$ cat src/hdl/mbet_pkg.sv
// Shared types and constants for the Mandelbrot escape-time pixel block.
`timescale 1ns / 1ps
`default_nettype none
package mbet_pkg;
    localparam int NUM_W = 23;
    localparam int MAG_W = 22;
    localparam logic [31:0] COLOR_STEP = 32'h0011_FF11;

    localparam logic [2:0] REG_CAM_X      = 3'd0;
    localparam logic [2:0] REG_CAM_Y      = 3'd1;
    localparam logic [2:0] REG_ZOOM       = 3'd2;
    localparam logic [2:0] REG_WIN_WIDTH  = 3'd3;
    localparam logic [2:0] REG_WIN_HEIGHT = 3'd4;
    localparam logic [2:0] REG_MAX_ITER   = 3'd5;

    typedef struct packed {
        logic signed [20:0] cam_x;
        logic signed [20:0] cam_y;
        logic [31:0]        zoom;
        logic [10:0]        win_width;
        logic [10:0]        win_height;
        logic [9:0]         max_iter;
    } cfg_t;
endpackage
`default_nettype wire

$ cat src/hdl/mbet_front.sv
// Front end: pixel to complex point mapping with bit-serial dividers.
`timescale 1ns / 1ps
`default_nettype none
module mbet_front #(
    parameter int MAX_DIM   = 1024,
    parameter int FRAC_BITS = 40
) (
    input  wire logic               clk,
    input  wire logic               rst_n,
    input  wire mbet_pkg::cfg_t     cfg,
    input  wire logic               in_valid,
    output logic                    in_stall,
    input  wire logic [9:0]         pixel_x,
    input  wire logic [9:0]         pixel_y,
    input  wire logic               q_full,
    output logic                    q_push,
    output logic [2*(FRAC_BITS+8)-1:0] q_data
);
    localparam int W     = FRAC_BITS + 8;
    localparam int NW    = mbet_pkg::NUM_W;
    localparam int MW    = mbet_pkg::MAG_W;
    localparam int NSTEP = MW + 15 + FRAC_BITS;
    localparam int CW    = $clog2(NSTEP);
    localparam logic [W-1:0] M = {1'b0, {(W-1){1'b1}}};

    localparam logic [1:0] F_IDLE = 2'd0;
    localparam logic [1:0] F_DIV  = 2'd1;
    localparam logic [1:0] F_PUSH = 2'd2;

    logic [1:0]    state_reg, state_next;
    logic [CW-1:0] step_reg, step_next;
    logic [31:0]   d_reg;
    logic [MW-1:0] shx_reg, shy_reg;
    logic [31:0]   rx_reg, ry_reg;
    logic [W-1:0]  qx_reg, qy_reg;
    logic          satx_reg, saty_reg, negx_reg, negy_reg;

    logic [31:0]          wd, hd, wc, hc;
    logic signed [NW-1:0] nx, ny;
    logic [32:0]          rx2, ry2;
    logic                 gex, gey;
    logic [W-1:0]         mx, my;

    always_comb
    begin
        wd = {21'b0, cfg.win_width};
        hd = {21'b0, cfg.win_height};
        wc = (wd > 32'(MAX_DIM)) ? 32'(MAX_DIM) : wd;
        hc = (hd > 32'(MAX_DIM)) ? 32'(MAX_DIM) : hd;
        nx = $signed({12'b0, pixel_x, 1'b0}) - $signed({{2{cfg.cam_x[20]}}, cfg.cam_x})
             - $signed(NW'(wc >> 2));
        ny = $signed({12'b0, pixel_y, 1'b0}) - $signed({{2{cfg.cam_y[20]}}, cfg.cam_y})
             - $signed(NW'(hc >> 2));
        rx2 = {rx_reg, shx_reg[MW-1]};
        ry2 = {ry_reg, shy_reg[MW-1]};
        gex = rx2 >= {1'b0, d_reg};
        gey = ry2 >= {1'b0, d_reg};
        mx  = (satx_reg || qx_reg[W-1]) ? M : qx_reg;
        my  = (saty_reg || qy_reg[W-1]) ? M : qy_reg;
        q_data = {(negx_reg ? -mx : mx), (negy_reg ? -my : my)};
    end

    assign in_stall = (state_reg != F_IDLE);
    assign q_push   = (state_reg == F_PUSH) && !q_full;

    always_comb
    begin
        state_next = state_reg;
        step_next  = step_reg;
        case (state_reg)
            F_IDLE:
            begin
                step_next = '0;
                if (in_valid)
                    state_next = F_DIV;
            end
            F_DIV:
            begin
                step_next = step_reg + 1'b1;
                if (step_reg == CW'(NSTEP - 1))
                    state_next = F_PUSH;
            end
            F_PUSH:
            begin
                if (!q_full)
                    state_next = F_IDLE;
            end
            default: state_next = F_IDLE;
        endcase
    end

    always_ff @(posedge clk or negedge rst_n)
    begin
        if (!rst_n)
        begin
            state_reg <= F_IDLE;
            step_reg  <= '0;
        end
        else
        begin
            state_reg <= state_next;
            step_reg  <= step_next;
        end
    end

    always_ff @(posedge clk)
    begin
        if (state_reg == F_IDLE && in_valid)
        begin
            d_reg    <= (cfg.zoom == 32'd0) ? 32'd1 : cfg.zoom;
            negx_reg <= nx[NW-1];
            negy_reg <= ny[NW-1];
            shx_reg  <= MW'(nx[NW-1] ? -nx : nx);
            shy_reg  <= MW'(ny[NW-1] ? -ny : ny);
            rx_reg   <= '0;
            ry_reg   <= '0;
            qx_reg   <= '0;
            qy_reg   <= '0;
            satx_reg <= 1'b0;
            saty_reg <= 1'b0;
        end
        else if (state_reg == F_DIV)
        begin
            shx_reg  <= {shx_reg[MW-2:0], 1'b0};
            shy_reg  <= {shy_reg[MW-2:0], 1'b0};
            rx_reg   <= gex ? 32'(rx2 - {1'b0, d_reg}) : rx2[31:0];
            ry_reg   <= gey ? 32'(ry2 - {1'b0, d_reg}) : ry2[31:0];
            qx_reg   <= {qx_reg[W-2:0], gex};
            qy_reg   <= {qy_reg[W-2:0], gey};
            satx_reg <= satx_reg | qx_reg[W-1];
            saty_reg <= saty_reg | qy_reg[W-1];
        end
    end
endmodule
`default_nettype wire

$ cat config.mk
export PLATFORM = sky130hd
export DESIGN_NAME = mbet_front
export DESIGN_NICKNAME = d
export VERILOG_FILES = /design/src/hdl/mbet_pkg.sv /design/src/hdl/mbet_front.sv
export SDC_FILE = /design/constraint.sdc
export NUM_CORES = 1
export LEC_CHECK = 0
export ABC_AREA = 1
export BUFFER_PORTS_ARGS = -buffer_cell sky130_fd_sc_hd__buf_2
export CORE_ASPECT_RATIO = 1.25
export CORE_MARGIN = 3
export CORE_UTILIZATION = 61
export CTS_CLUSTER_SIZE = 30
export DETAILED_ROUTE_END_ITERATION = 10
export PLACE_DENSITY = 0.9
export SLEW_MARGIN = 20
export SYNTH_ARGS = -nofsm -noshare
export SYNTH_HDL_FRONTEND = slang
export SYNTH_SLANG_ARGS = --single-unit
$ cat constraint.sdc
create_clock -name clk -period 3.5 [get_ports clk]
set_clock_uncertainty 0.1 [all_clocks]
set_input_delay 0.175 -clock clk [delete_from_list [all_inputs] [get_ports clk]]
set_output_delay 0.175 -clock clk [all_outputs]
set_load 0.03 [all_outputs]
== Yosys cells after proc, flatten, opt, wreduce, memory -nomap -nowiden ==
Index checks and enable logic that the tools add are counted.

* Bits in registers: 249
* Bits in read-only memories: 0
* Memories kept: 0
* Bits in writable memories: 0
* Bits in latches: 0
* Logic and storage cells: 66

* Equality and inequality tests: 6
* Divide/modulo/power cells: 0
* Multipliers: 0
* $add $sub $neg: 11
* Shifts and indexed selects: 0
* Order comparisons: 4
* Bitwise logic cells: 2
* Mux-type cells: 19
* Reduce and logical (&&, ||, !) cells: 11

{| class="wikitable"
|+ Operators with widths
! cell !! count
|-
| $mux 48 || 4
|-
| $mux 22 || 6
|-
| $neg 48->48 || 2
|-
| $ge 33x32->1 || 2
|-
| $mux 32 || 2
|-
| $sub 32x32->32 || 2
|-
| $sub 22x10->23 || 2
|-
| $neg 22->22 || 2
|-
| $sub 12x21->22 || 2
|-
| $logic_not 32->1 || 1
|-
| $gt 11x11->1 const B || 2
|-
| $mux 11 || 2
|-
| $pmux 7 s2 || 1
|-
| $add 7x1->7 const B || 1
|-
| $eq 7x7->1 const B || 1
|-
| $mux 2 || 3
|-
| $ne 2x2->1 const B || 3
|-
| $pmux 2 s3 || 1
|-
| $reduce_bool 2->1 || 3
|-
| $reduce_and 3->1 || 1
|-
| $eq 2x1->1 const B || 1
|-
| $eq 2x2->1 const B || 1
|-
| $logic_and 1x1->1 || 2
|-
| $logic_not 2->1 || 1
|-
| other kinds (3) || 5
|}

== Longest topological paths before layout ==
* Depth in word-level cells: 6
* Mapped depth: 29

== Worst setup path before layout ==
No wires, ideal clock.

* Kind: input to register
* Start point: input cfg[14] (netlist bit)
* End point: register shy_reg[11] (data pin)
* Slack: -160 ps
* Data required time: 3146 ps
* Arrival time: 3306 ps
* Setup time: 254 ps
* Path buffers: 1
* Stages on the path: 18
* Path through: or4_1 nor3_1 a31oi_1 inv_1 nand2_1 fa_1 ha_1 or2_2 nand2_1 inv_1 nand4_1 nand3_1 a21oi_1 buf_2 o21ai_0 or2_2 nand3_1 nand2_1

* Longest elaborated chain between the ends: 6

{| class="wikitable"
|+ Ends and longest elaborated chain
! what !! line !! text
|-
| start, declared || mbet_front.sv:10 || <nowiki>input wire mbet_pkg::cfg_t cfg,</nowiki>
|-
| $gt 11x11->1 || mbet_front.sv:49 || <nowiki>hc = (hd > 32'(MAX_DIM)) ? 32'(MAX_DIM) : hd;</nowiki>
|-
| $mux 11 * || mbet_front.sv:49 ||
|-
| $sub 22x10->23 * || mbet_front.sv:53 || <nowiki>- $signed(NW'(hc >> 2));</nowiki>
|-
| $neg 22->22 || mbet_front.sv:114 || <nowiki>shy_reg <= MW'(ny[NW-1] ? -ny : ny);</nowiki>
|-
| $mux 22 * || mbet_front.sv:114 ||
|-
| $mux 22 * || mbet_front.sv:108 || <nowiki>if (state_reg == F_IDLE && in_valid)</nowiki>
|-
| end signal, assigned || mbet_front.sv:114 ||
|-
| end signal, assigned || mbet_front.sv:125 || <nowiki>shy_reg <= {shy_reg[MW-2:0], 1'b0};</nowiki>
|-
| end, declared || mbet_front.sv:33 || <nowiki>logic [MW-1:0] shx_reg, shy_reg;</nowiki>
|}

Mark *: on every way between the ends. The rest lies on a longest branch, timed or not.
A chain may end at the register's enable or synchronous reset.

== Worst setup path after layout ==
* Start point: register qx_reg[47]
* End point: output q_data[82]

* Longest elaborated chain between the ends: 4

{| class="wikitable"
|+ Ends and longest elaborated chain
! what !! line !! text
|-
| start, declared || mbet_front.sv:35 || <nowiki>logic [W-1:0] qx_reg, qy_reg;</nowiki>
|-
| start signal, assigned || mbet_front.sv:128 || <nowiki>qx_reg <= {qx_reg[W-2:0], gex};</nowiki>
|-
| $logic_or 1x1->1 * || mbet_front.sv:58 || <nowiki>mx = (satx_reg || qx_reg[W-1]) ? M : qx_reg;</nowiki>
|-
| $mux 48 * || mbet_front.sv:58 ||
|-
| $neg 48->48 || mbet_front.sv:60 || <nowiki>q_data = {(negx_reg ? -mx : mx), (negy_reg ? -my : my)};</nowiki>
|-
| $mux 48 * || mbet_front.sv:60 ||
|-
| end, declared || mbet_front.sv:17 || <nowiki>output logic [2*(FRAC_BITS+8)-1:0] q_data</nowiki>
|}

Marks and branches as above.

==> flow_summary.toml <==
[timing]
setup-violations-final = 0
worst-slew-pin-transition_ns = 1.14
fin_tns_setup_ns = 0
finalMaxSlewViolations = 0
rsz0062_at_grt = "true"
period_share_pct = 98.2
final_hold_viol_count = 0
worst_slack_ns = 0.0645
fin_crit_ns = 3.44
slew-limit-headroom_pct = 23.7
fmax_mhz = 291

[run]
max-cap-violations = 0

[setup_path]
endpoint_kind = "output pin"
critPathRequiredTime_ns = 3.22
worstSetupStartpoint = "qx_reg[47]"
critPathLaunchType = "flop"
worstPathMaxFanout = 11
r2r-start = "d_reg[0]"
arrival_ns = 3.16
criticalPathCategory = "flop to output pin"

[floorplanning]
die_w_um = 170
core_mm2 = 0.0330
rows = 74
ios = 228
initial_core_util_pct = 62.3
dieArea_mm2 = 0.0359
die_h_um = 211

[global_routing]
grt_pass1_wl_um = 97700
antenna_found_initial = 1
grt_pass1_vias = 21700
grt_max_degree = 106
grt-ovfl-total = 0
grt_use_total_pct = 32.3

[cts]
cts_buffer_depth = 3
root_buffer = "clkbuf_16"
htreeDepth = 1
clkLatencyLatePin_ns = 0.56
clk_pin_slew_ns = 0.06
cts_tree = "done"
clock-sinks = 249
numCtsBuffers = 26

[placed_design]
gp_congestion = 0.996
dp_hpwl_um = 44500
numPortBuffers = 217
preCtsSetupSlack_ns = -0.559
place_area_mm2 = 0.0228

[drt]
dr_total_vias = 22100
wl_per_cell_um = 15.8
routed_wl_um = 61400
drt-initial-drc-count = 1969
ant_nets = 0
dr.pass1.iters = 8
drc = 0
drt-vias-per-instance = 5.68

[run_status]
status = "completed"

[worst_hold_path]
min_from = "pixel_y[0]"
hp-class = "input pin to flop"

[synth]
post_synth_main_area_contributors = "dfxtp_1, nand2_1, edfxtp_1, inv_1, ha_1"
syn_area_mm2 = 0.0205
yosys.area.top_type = "dfxtp_1"
ys.flop_type = "dfxtp_1"
avgSynthCellArea_um2 = 6.56
synth_edf_count = 78
syn-num-nets = 3401
ys_warn_count = 0
synth.ff_latch_count = 249
synth.top_cell.area_share_pct = 15.8
synthCells = 3131
ys_types = 58
yosysSeqAreaShare_pct = 28.3
async_reset_ff_share_pct = 3.61

[pwr]
finalPower_mw = 21.9
intPower_mw = 10.8
p_switching_mw = 11.0
swShare_pct = 50.4
combPwrFrac_pct = 62.4
power.leakage_nw = 12.5
ir_drop_v = 0.000661
power_frac_clock_pct = 14.0
power_density_mw_per_mm2 = 883
pwr-share-seq_pct = 23.6

[layout]
drive_above_1_share_pct = 16.5
nFillCells = 2516
stdcell_area_mm2 = 0.0248
multi_input_area_mm2 = 0.0127
layout_commonest_cell = "nand2_1"
final_cell_mix = "nand2_1, inv_1, nor2_1, buf_2, dfxtp_1"
area_growth_pct = 20.5
regArea_mm2 = 0.00581
final_nets = 3730
==> routing by layer <==
layer / vias to the layer above / part of all wire [%] / global-route usage, %
met3: 258 / 5.4 / 4.01
li1: 10700 / - / -
met5: - / 0 / 0
met2: 908 / 52 / 60.1
met4: 0 / 5.3 / 17.3
met1: 10300 / 37 / 35.3
==> cell families (layout without fill, tap and decap cells) <==
logic type / Yosys count / count (layout) / synth area share [%]
buffers and inverters: 655 / 1002 / 12.3
AOI/OAI and AO/OA: 445 / 445 / 12.7
and+or+nand+nor: 1471 / 1471 / 30.2
other: 0 / 1 / 0
DFF: 249 / 249 / 28.3
adders and majority gates: 140 / 140 / 9.19
xor gates and xnor gates: 171 / 171 / 7.29
==> power groups by stage <==
stage | clock network, mW | registers (mW) | logic (mW)
finish | 3.07 | 5.17 | 13.6
global route | 3.20 | 5.28 | 15.0
CTS | 3.07 | 5.10 | 13.1
detailed placement | 0 | 5.14 | 12.9
global placement | 0 | 5.08 | 12.6
floorplan | 0 | 4.91 | 9.64
==> worst paths after layout <==
check,endpoint,slack [ns],cells after the start
max,q_data[82],0.06,14
min,shy_reg[0],0.02,4
max reg2reg,ry_reg[28],0.30,12
min reg2reg,ry_reg[29],0.39,2
max in group asynchronous,state_reg[0],2.48,3
min in group asynchronous,step_reg[0],0.53,3
==> per-stage QoR <==
stage	instances	util (%)	hold slack, ns
finish	3897	75.1	0.0212
floorplan	3131	-	-0.221
global placement	3796	69.1	-0.0723
CTS	3882	73.4	0.00580
global route	3897	75.1	0.0382
detailed placement	3796	69.1	-0.0641
==> layout make-up <==
class	count	share of cell area, %
multi-input combinational	2227	51.4
sequential	249	23.5
clock buffer	35	3.09
inverter	553	8.43
timing repair buffer	403	10.8
clock inverter	11	0.733
antenna	1	0.0101
tap	418	2.11
==> what timing repair did <==
item,4_1_cts,5_1_grt
endpoints found under the hold margin,42,0
pin swaps,7,36
gates resized for setup,12,123
setup endpoints to repair,12,89
hold buffers,35,0
setup buffers,5,14
==> cell usage after synthesis (all sizes together), types with 12 or more instances <==
cell type and number:
nand4 38, ha 122, nand2 818, o211ai 50, o22ai 93, fa 18, a31oi 13, o21bai 13
xnor2 54, clkbuf 77, nand3 147, buf 25, nor2 357, inv 553, nand3b 12, nor3 58
a21oi 138, xor2 117, nor4 29, edfxtp 78, dfxtp 162, o21ai 110
==> worst max-delay path, cell delays in order (launching register included) <==
cell	delay [ns]
dfxtp_2	0.34
nor2_4	0.19
inv_8	0.07
buf_4	0.19
nor2_1	0.22
nand2_1	0.22
nor2_4	0.20
nand2_2	0.09
nor2_2	0.11
nand3_2	0.11
nor3_4	0.27
buf_6	0.15
a31oi_1	0.10
xor2_1	0.18
buf_4	0.18
(Power assumes the default switching activity.)
