[src/hdl/mbet_fifo.sv]
// Two-entry queue between front end and escape-loop back end.
`timescale 1ns / 1ps
`default_nettype none
module mbet_fifo #(
    parameter int DW = 96
) (
    input  wire logic          clk,
    input  wire logic          rst_n,
    input  wire logic          push,
    input  wire logic [DW-1:0] wdata,
    output logic               full,
    input  wire logic          pop,
    output logic               valid,
    output logic [DW-1:0]      rdata
);
    logic [DW-1:0] mem_reg [2];
    logic          wp_reg, rp_reg;
    logic [1:0]    cnt_reg;

    assign full  = cnt_reg == 2'd2;
    assign valid = cnt_reg != 2'd0;
    assign rdata = mem_reg[rp_reg];

    always_ff @(posedge clk or negedge rst_n)
    begin
        if (!rst_n)
        begin
            wp_reg  <= 1'b0;
            rp_reg  <= 1'b0;
            cnt_reg <= 2'd0;
        end
        else
        begin
            if (push)
                wp_reg <= ~wp_reg;
            if (pop)
                rp_reg <= ~rp_reg;
            if (push && !pop)
                cnt_reg <= cnt_reg + 2'd1;
            else if (pop && !push)
                cnt_reg <= cnt_reg - 2'd1;
        end
    end

    always_ff @(posedge clk)
    begin
        if (push)
            mem_reg[wp_reg] <= wdata;
    end
endmodule
`default_nettype wire

[config.mk]
export PLATFORM = sky130hd
export DESIGN_NAME = mbet_fifo
export DESIGN_NICKNAME = d
export VERILOG_FILES = /design/src/hdl/mbet_fifo.sv
export SDC_FILE = /design/constraint.sdc
export NUM_CORES = 1
export LEC_CHECK = 0
export ABC_AREA = 1
export BUFFER_PORTS_ARGS = -buffer_cell sky130_fd_sc_hd__buf_2
export CAP_MARGIN = 20
export CORE_ASPECT_RATIO = 0.7
export CORE_UTILIZATION = 56
export CTS_CLUSTER_SIZE = 16
export DETAILED_ROUTE_END_ITERATION = 16
export GPL_TIMING_DRIVEN = 0
export PLACE_DENSITY = 0.89
export SKIP_CTS_REPAIR_TIMING = 1
export SLEW_MARGIN = 20
export SYNTH_ARGS = -nofsm -noshare
export SYNTH_HDL_FRONTEND = slang
export SYNTH_SLANG_ARGS = --single-unit
[constraint.sdc]
create_clock -name clk -period 14.9 [get_ports clk]
set_input_delay 2.98 -clock clk [delete_from_list [all_inputs] [get_ports clk]]
set_output_delay 2.98 -clock clk [all_outputs]
set_load 0.01 [all_outputs]
# == Word-level counts from Yosys, hierarchy flattened ==
# Memory sizes are Yosys's and may differ from the RTL's.
# Index checks and enable logic that the tools add are counted.
# totals
ff_bits,4
mem_bits_rw,192
inputBits,100
out_inout_bits,98
word_cells,19
memories,1
# mem_list
name,depth,word_bits,rd,rd_ports_with_merged_regs,wr,line_no,source
mem_reg,2,96,1,0,1,16,logic [DW-1:0] mem_reg [2];
# classes
n_addsub,2
eq_ne,1
muxes,4
n_bitwise,2
reduce_logical,6
# op_table
cell,n
2-to-1 mux 2 bit,2
nonzero test 2 bit,2
"adder 2 x 1 -> 2 bit, second input constant",1
"equality test 2 bit, second input constant",1
logical AND 1 bit,2
zero test 1 bit,2
2-to-1 mux 1 bit,2
inverter 1 bit,2
"subtractor 2 x 1 -> 2 bit, second input constant",1

# == Logic depth before layout (Yosys ltp) ==
# Gate-level depths: netlist of the first run.
# logic_depth
word_depth,4
depth_mapped,7

# == Least setup slack after synthesis of the first run ==
# Ideal clock, no wire load.
# synth_timing
path_kind,in2reg
from,in push
to,"mem mem_reg[0][0], enable pin"
t_arrival_ps,7039
required_time_ps,14346
path_slack_ps,7307
stages,2
path_cell_list,inv_1 -> nor2_1
# synth_between
elab_chain_cells,2
# synth_lines
item,line_no,source
"start, declared",9,"input wire logic push,"
2-to-1 mux 1 bit,47,if (push)
2-to-1 mux 1 bit (not written as such),48,mem_reg[wp_reg] <= wdata;
"end, declared",16,
# Every way passes these cells.

# == Worst setup path after layout of the first run ==
# layout_timing
from,reg rp_reg
to,out rdata[58]
# layout_between
elab_chain_cells,1
# layout_lines
item,line_no,source
"start, declared",17,"logic wp_reg, rp_reg;"
"start signal, assigned",37,rp_reg <= ~rp_reg;
memory (2 x 96 bit),n/a,
"end, declared",14,output logic [DW-1:0] rdata
# Every way passes these cells.

==> results_dict.tcl, run 1 <==
set metrics [dict create \
    run_status "finished, final reports clean" \
    worst_hold_path_type "reg -> reg" \
    ys_seq_elements 196 \
    remaining_drc_errors 0 \
    timing.critical_path.fanout_max 10 \
    ios 198 \
    cp.depth 5 \
    synth_seq_area_share_pct 80.88 \
    routed_wirelength_mm 13.19 \
    power.combinational.fraction_pct 30.8 \
    gp_congestion 0.7174 \
    worst_slack_ns 10.17 \
    grt_pass1_vias 4025 \
    nFillCells 743 \
    cts_root_buf "sky130_fd_sc_hd__clkbuf_16" \
    finished_core_util_pct 72.90 \
    number_of_flip_flops_under_the_largest_register_name 192 \
    die_y_um 97.21 \
    instances_no_fill 719 \
    synth_cell_types 14 \
    fin_worst_hold_slack_ns 0.4977 \
    detailed_place_hpwl_mm 9.059 \
    cts-root-to-sink-buffers 2 \
    post-route-min-period_ns 4.732 \
    synthesis.instances 324 \
    type_of_the_setup_path_with_the_least_slack "reg -> out" \
    max-vdd-ir-drop_mv 0.1172 \
    fp-row-count 34 \
    netlist_area_mm2 0.007252 \
    detailroute.via_count 3727 \
    grt_overflow 0 \
    layout-drive-gt1-share_pct 60.97 \
    cp_num_buf_inv 4 \
    antenna_violating_nets_post_route 0 \
    worstSetupEndpointType "primary output" \
    netlist.area_leader.share_pct 79.50 \
    ys_warnings 0 \
    cp.required_ns 11.92 \
    drv_slew 0 \
    chipWidth_um 138.0 \
    asyncSetResetFlopFracSynth_pct 2.041 \
    worst_slew_pin_slew_ns 0.7492 \
    cap_violations 0 \
    yosysTopAreaCell "sky130_fd_sc_hd__edfxtp_1" \
    syn2layout_area_growth_pct 25.72 \
    pwr-share-seq_pct 43.9 \
    die_outline_area_mm2 0.01342 \
    reg2reg_depth 3 \
    min_delay_path_depth 2 \
    cts_made_buffers 17 \
    timing.final.crit_share_pct 31.76 \
    relSlewSlack_pct 49.94 \
    start_util_pct 57.98 \
    dp_worst_setup_slack_ns 10.33 \
    register_area_mm2 0.005866 \
    dpl_cell_area_mm2 0.008548 \
    worst_ep_arrival_time_ns 1.75 \
    grt_util_all_layers_pct 20.41 \
    global_route_wire_length_before_repair_mm 20.53 \
    power.leakage_nw 3.581 \
    largest_incremental_delay_on_the_critical_path_ns 0.35 \
    crit_top_cell "sky130_fd_sc_hd__buf_6" \
    cp-start-kind "flop" \
    synthMostInstantiatedCell "sky130_fd_sc_hd__edfxtp_1" \
    post_placement_cell_count 687 \
    htree_levels 4 \
    fin_nets 645 \
    max_clock_freq_ghz 0.2113 \
    clkLatencyLatePin_ns 0.41 \
    p_per_area_mw_per_mm2 189.3 \
    power.internal_mw 1.224 \
    syn-num-nets 425 \
    drt_first_iter_violations 174 \
    multi_input_area_mm2 0.001281 \
    tritoncts "done" \
    fin_area_mm2 0.009117 \
    post_drt_wl_per_cell_um 18.35 \
    port_buffers 197 \
    cts_sinks 196 \
    ys.flop_type "sky130_fd_sc_hd__edfxtp_1" \
    synth_enable_flop_cells 192 \
    timing.setup.tns_ns 0 \
    power.net_switching_mw 0.5014 \
    p_total_mw 1.726 \
    grt_max_degree 52 \
    crit_chain "buf_6 -> buf_6 -> buf_6 -> mux2_4 -> buf_2" \
    crit_slowest_cell "sky130_fd_sc_hd__dfrtp_1" \
    worst_clock_skew_ns 0.009706 \
    post_drt_via_cell_ratio 5.184 \
    initial_antenna_violation_count 2 \
    synth_common_cells "sky130_fd_sc_hd__edfxtp_1 (192), sky130_fd_sc_hd__mux2_2 (66), sky130_fd_sc_hd__mux2_4 (30)" \
    count_of_final_hold_check_violations 0 \
    syn-mean-instance-area_um2 22.38 \
    drt-pass1-iter-count 4 \
    clk_transition_reported_paths_ns 0.07 \
    setup_repair_after_global_routing_missed_its_margin "false" \
    clkPwrFrac_pct 25.3 \
    setup_viol 0 \
    core_area_mm2 0.01251 \
    synth_area_leaders "sky130_fd_sc_hd__edfxtp_1 (80%), sky130_fd_sc_hd__mux2_2 (10%), sky130_fd_sc_hd__mux2_4 (6.2%)" \
    netSwitchingFraction_pct 29.06 \
    worst_path_dominant_cell_family "buffers and inverters" \
]
-- area by class of cell --
| class | instances | share of cell area, % |
|---|---|---|
| Sequential cell | 196 | 64.33 |
| Multi-Input combinational cell | 110 | 14.05 |
| Timing Repair Buffer | 201 | 11.86 |
| Clock buffer | 17 | 4.666 |
| Tap cell | 162 | 2.223 |
| Clock inverter | 14 | 1.551 |
| Buffer | 11 | 0.9469 |
| Inverter | 7 | 0.3431 |
| Antenna cell | 1 | 0.02745 |
-- cells in the final DEF (no fill, tap or decap), drive strengths merged --
cell and count:
buf 212, edfxtp 192, mux2 96, clkbuf 17
inv 15, nand2 6, clkinv 5, dfrtp 4
xor2 2, nor2 2, diode 1, xnor2 1
nand3 1, nand4 1, ha 1, bufinv 1
-- worst paths after layout --
path | from | slack (ns) | endpoint
worst max-delay path | rp_reg$_DFFE_PN0P_ | 10.17 | rdata[58]
worst min-delay path | cnt_reg[1]$_DFFE_PN0P_ | 0.50 | cnt_reg[1]$_DFFE_PN0P_
worst max register to register | wp_reg$_DFFE_PN0P_ | 13.06 | mem_reg[0][36]$_DFFE_PP_
worst min register to register | cnt_reg[1]$_DFFE_PN0P_ | 0.50 | cnt_reg[1]$_DFFE_PN0P_
max in group asynchronous | rst_n | 12.43 | rp_reg$_DFFE_PN0P_
min in group asynchronous | rst_n | 2.35 | cnt_reg[0]$_DFFE_PN0P_
-- layer usage --
layer | part of all wire (%) | track usage, % | routed length [um] | vias up
li1 | - | - | - | 1712
met3 | 8.1 | 7.541 | 1074 | 8
met1 | 40 | 23.99 | 5339 | 1847
met4 | 0.53 | 6.509 | 70 | 2
met5 | 0.076 | 0 | 10 | -
met2 | 51 | 34.92 | 6699 | 158
-- power by group through the flow --
stage,clock [mW],sequential [mW],combinational [mW]
after floorplan,0,0.772,0.339
after global placement,0,0.782,0.503
after detailed placement,0,0.770,0.535
after CTS,0.446,0.759,0.539
after global routing,0.465,0.766,0.567
final,0.437,0.758,0.531
-- logic make-up after synthesis --
family	after synthesis	synth area share, %
xor gates and xnor gates	3	0.3624
DFF	196	80.88
and+or+nand+nor	10	0.5694
adders and majority gates	1	0.1725
buffers and inverters	18	1.553
muxes	96	16.46
-- worst min-delay path: cells and delay by family, from the launching register on --
kind | cells | cell delay [ns]
flip-flops | 1 | 0.35
AND/OR/NAND/NOR | 2 | 0.11
Note: power is estimated with default switching activity, not from simulation.
==> run 2: changes to the inputs <==
ABC_AREA = 0   (was 1)
CORE_UTILIZATION = 52   (was 56)
PLACE_DENSITY = 0.83   (was 0.89)
clock period = 4.8 ns   (was 14.9 ns; I/O delays follow)
==> run 2 against run 1 <==
Clock skew barely moved; routed wire length fell by 0.75%; synthesized cell count fell by 2.8%; non-clock buffer count did not move; total power rose to 3.1 times the previous value; sequential share of layout area fell by 0.18 points; final area rose by 0.27%; critical path depth did not move; via count fell by 1.5%; cell count rose by 1.9%; hold slack got worse by 0.17 ns; register-to-register slack got worse by 10 ns; critical endpoint is now rdata[54]; largest power group unchanged.
==> results_dict.tcl, run 2 <==
set metrics [dict create \
    dpl_cell_area_mm2 0.008549 \
    tritoncts "done" \
    fp-row-count 35 \
    start_util_pct 54.16 \
    post_drt_via_cell_ratio 5.007 \
    ff2ff_setup_slack_ns 2.96 \
    ys_warnings 0 \
    post_placement_cell_count 701 \
    multi_input_area_mm2 0.001289 \
    instances_no_fill 733 \
    synthMostInstantiatedCell "sky130_fd_sc_hd__edfxtp_1" \
    post_drt_wl_per_cell_um 17.86 \
    gp_congestion 0.6943 \
    chipWidth_um 143.0 \
    cap_violations 0 \
    timing.critical_path.fanout_max 10 \
    ios 198 \
    syn2layout_area_growth_pct 26.37 \
    ys.flop_type "sky130_fd_sc_hd__edfxtp_1" \
    nFillCells 866 \
    syn-mean-instance-area_um2 22.97 \
    yosysTopAreaCell "sky130_fd_sc_hd__edfxtp_1" \
    grt_overflow 0 \
    asyncSetResetFlopFracSynth_pct 2.041 \
    cp-start-kind "flop" \
    grt_pass1_vias 3787 \
    die_outline_area_mm2 0.01440 \
    run_status "finished, final reports clean" \
    synthesis.instances 315 \
    detailed_place_hpwl_mm 9.052 \
    dp_worst_setup_slack_ns 2.256 \
    most_used_cells_in_the_layout_excluding_fill_and_tap_cells "sky130_fd_sc_hd__buf_2 (203), sky130_fd_sc_hd__edfxtp_1 (192), sky130_fd_sc_hd__mux2_2 (66)" \
    cts-root-to-sink-buffers 2 \
    global_route_wire_length_before_repair_mm 19.17 \
    fin_area_mm2 0.009143 \
    crit_end "rdata[54]" \
    cts_root_buf "sky130_fd_sc_hd__clkbuf_16" \
    synth_enable_flop_cells 192 \
    finished_core_util_pct 68.45 \
    ys_seq_elements 196 \
    routed_wirelength_mm 13.09 \
    setup_viol 0 \
    p_per_area_mw_per_mm2 588.9 \
    grt_util_all_layers_pct 18.42 \
    power.combinational.fraction_pct 30.6 \
    netSwitchingFraction_pct 29.17 \
    die_y_um 100.7 \
    post-route-min-period_ns 2.685 \
    max-vdd-ir-drop_mv 0.3143 \
    htree_levels 4 \
    synth_fa_ha_area_share_pct 0.1730 \
    core_area_mm2 0.01336 \
    timing.final.crit_share_pct 55.94 \
    netlist.area_leader.share_pct 79.70 \
    timing.setup.tns_ns 0 \
    remaining_drc_errors 0 \
    netlist_area_mm2 0.007234 \
    number_of_flip_flops_under_the_largest_register_name 192 \
    worst_slack_ns 2.115 \
    fin_worst_hold_slack_ns 0.3326 \
    initial_antenna_violation_count 1 \
    cts_made_buffers 17 \
    synth_seq_area_share_pct 81.08 \
    register_area_mm2 0.005866 \
    main_combinational_cell_family_by_area_after_synthesis "multiplexers" \
    worstSetupEndpointType "primary output" \
    reg2reg_depth 3 \
    drt_first_iter_violations 149 \
    critical_path.reg2reg.endpoint "mem_reg[0][40]$_DFFE_PP_" \
    clk_transition_reported_paths_ns 0.08 \
    cts_sinks 196 \
    power.net_switching_mw 1.570 \
    power.leakage_nw 3.556 \
    layout_commonest_cell "sky130_fd_sc_hd__buf_2" \
    antenna_violating_nets_post_route 0 \
    grt_max_degree 52 \
    worst_ep_arrival_time_ns 1.72 \
    synth_compound_gate_area_share_pct 0 \
    power.internal_mw 3.813 \
    muxShareOfSynthArea_pct 16.50 \
    setup.worst_path.start "rp_reg$_DFFE_PN0P_" \
    yosys.area_share.simple_pct 0.3978 \
    cp.required_ns 3.84 \
    layout-drive-gt1-share_pct 62.41 \
    drv_slew 0 \
    p_total_mw 5.384 \
    pwr-share-seq_pct 43.7 \
    reg2reg_from "wp_reg$_DFFE_PN0P_" \
    synth_cell_types 14 \
    max_clock_freq_ghz 0.3725 \
    synth_area_leaders "sky130_fd_sc_hd__edfxtp_1 (80%), sky130_fd_sc_hd__mux2_2 (10%), sky130_fd_sc_hd__mux2_4 (6.2%)" \
    drt-pass1-iter-count 4 \
    worst_clock_skew_ns 0.009496 \
    relSlewSlack_pct 52.54 \
    fin_nets 636 \
    detailroute.via_count 3670 \
    clkPwrFrac_pct 25.7 \
    setup_repair_after_global_routing_missed_its_margin "false" \
    synth-xor-area-share_pct 0.6053 \
    worst_slew_pin_slew_ns 0.7104 \
    type_of_the_setup_path_with_the_least_slack "reg -> out" \
    clkLatencyLatePin_ns 0.42 \
    count_of_final_hold_check_violations 0 \
    port_buffers 197 \
    antenna_cells 0 \
    worst_hold_path_type "in -> async" \
    syn-num-nets 416 \
    synth_common_cells "sky130_fd_sc_hd__edfxtp_1 (192), sky130_fd_sc_hd__mux2_2 (66), sky130_fd_sc_hd__mux2_4 (30)" \
]
-- run 2: changes by cell type after synthesis, moves of 2 or more --
cell                      change
sky130_fd_sc_hd__nand2_1      -6
sky130_fd_sc_hd__nor2b_1      +2
sky130_fd_sc_hd__inv_1        -6
sky130_fd_sc_hd__xor2_1       +2
-- run 2: cells by family (layout without fill, tap and decap cells) --
kind of cell / Yosys count / after routing
adders and majority gates: 1 / 1
DFF: 196 / 196
and+or+nand+nor: 5 / 5
buffers and inverters: 12 / 245
xor gates and xnor gates: 5 / 5
muxes: 96 / 96
-- run 2: cell type report --
class	instances	area share, %
Tap cell	185	2.532
Clock buffer	18	4.694
Sequential cell	196	64.16
Buffer	11	0.9443
Timing Repair Buffer	201	11.74
Clock inverter	14	1.793
Multi-Input combinational cell	107	14.10
Inverter	1	0.04106
-- run 2: metal layers --
layer / vias to the layer above / wire length (um) / track usage, %
met5: - / 10 / 0
met3: 11 / 1313 / 8.361
li1: 1688 / - / -
met4: 2 / 93 / 5.790
met1: 1810 / 5197 / 20.39
met2: 159 / 6479 / 31.82
-- run 2: power by group through the flow --
stage / registers (mW) / clock network, mW / logic (mW)
2_1_floorplan: 2.39 / 0 / 1.05
3_3_place_gp: 2.42 / 0 / 1.58
3_5_place_dp: 2.39 / 0 / 1.66
4_1_cts: 2.36 / 1.41 / 1.67
5_1_grt: 2.38 / 1.48 / 1.76
6_report: 2.35 / 1.39 / 1.64
-- run 2: how the worst min path moves through the flow --
stage | from | endpoint | slack, ns | depth (start not counted)
floorplan | cnt_reg[1]$_DFFE_PN0P_ | cnt_reg[1]$_DFFE_PN0P_ | 0.45 | 1
finish | rst_n | cnt_reg[1]$_DFFE_PN0P_ | 0.33 | 1
CTS | rst_n | cnt_reg[1]$_DFFE_PN0P_ | 0.32 | 1
global route | rst_n | cnt_reg[1]$_DFFE_PN0P_ | 0.32 | 1
detailed placement | cnt_reg[1]$_DFFE_PN0P_ | cnt_reg[1]$_DFFE_PN0P_ | 0.47 | 1
global placement | cnt_reg[1]$_DFFE_PN0P_ | cnt_reg[1]$_DFFE_PN0P_ | 0.47 | 1
-- run 2: critical path: stages, from the launching register on --
cell and delay, ns:
sky130_fd_sc_hd__dfrtp_1 0.34, sky130_fd_sc_hd__buf_6 0.13, sky130_fd_sc_hd__buf_6 0.18, sky130_fd_sc_hd__buf_6 0.20, sky130_fd_sc_hd__mux2_4 0.32, sky130_fd_sc_hd__buf_2 0.14
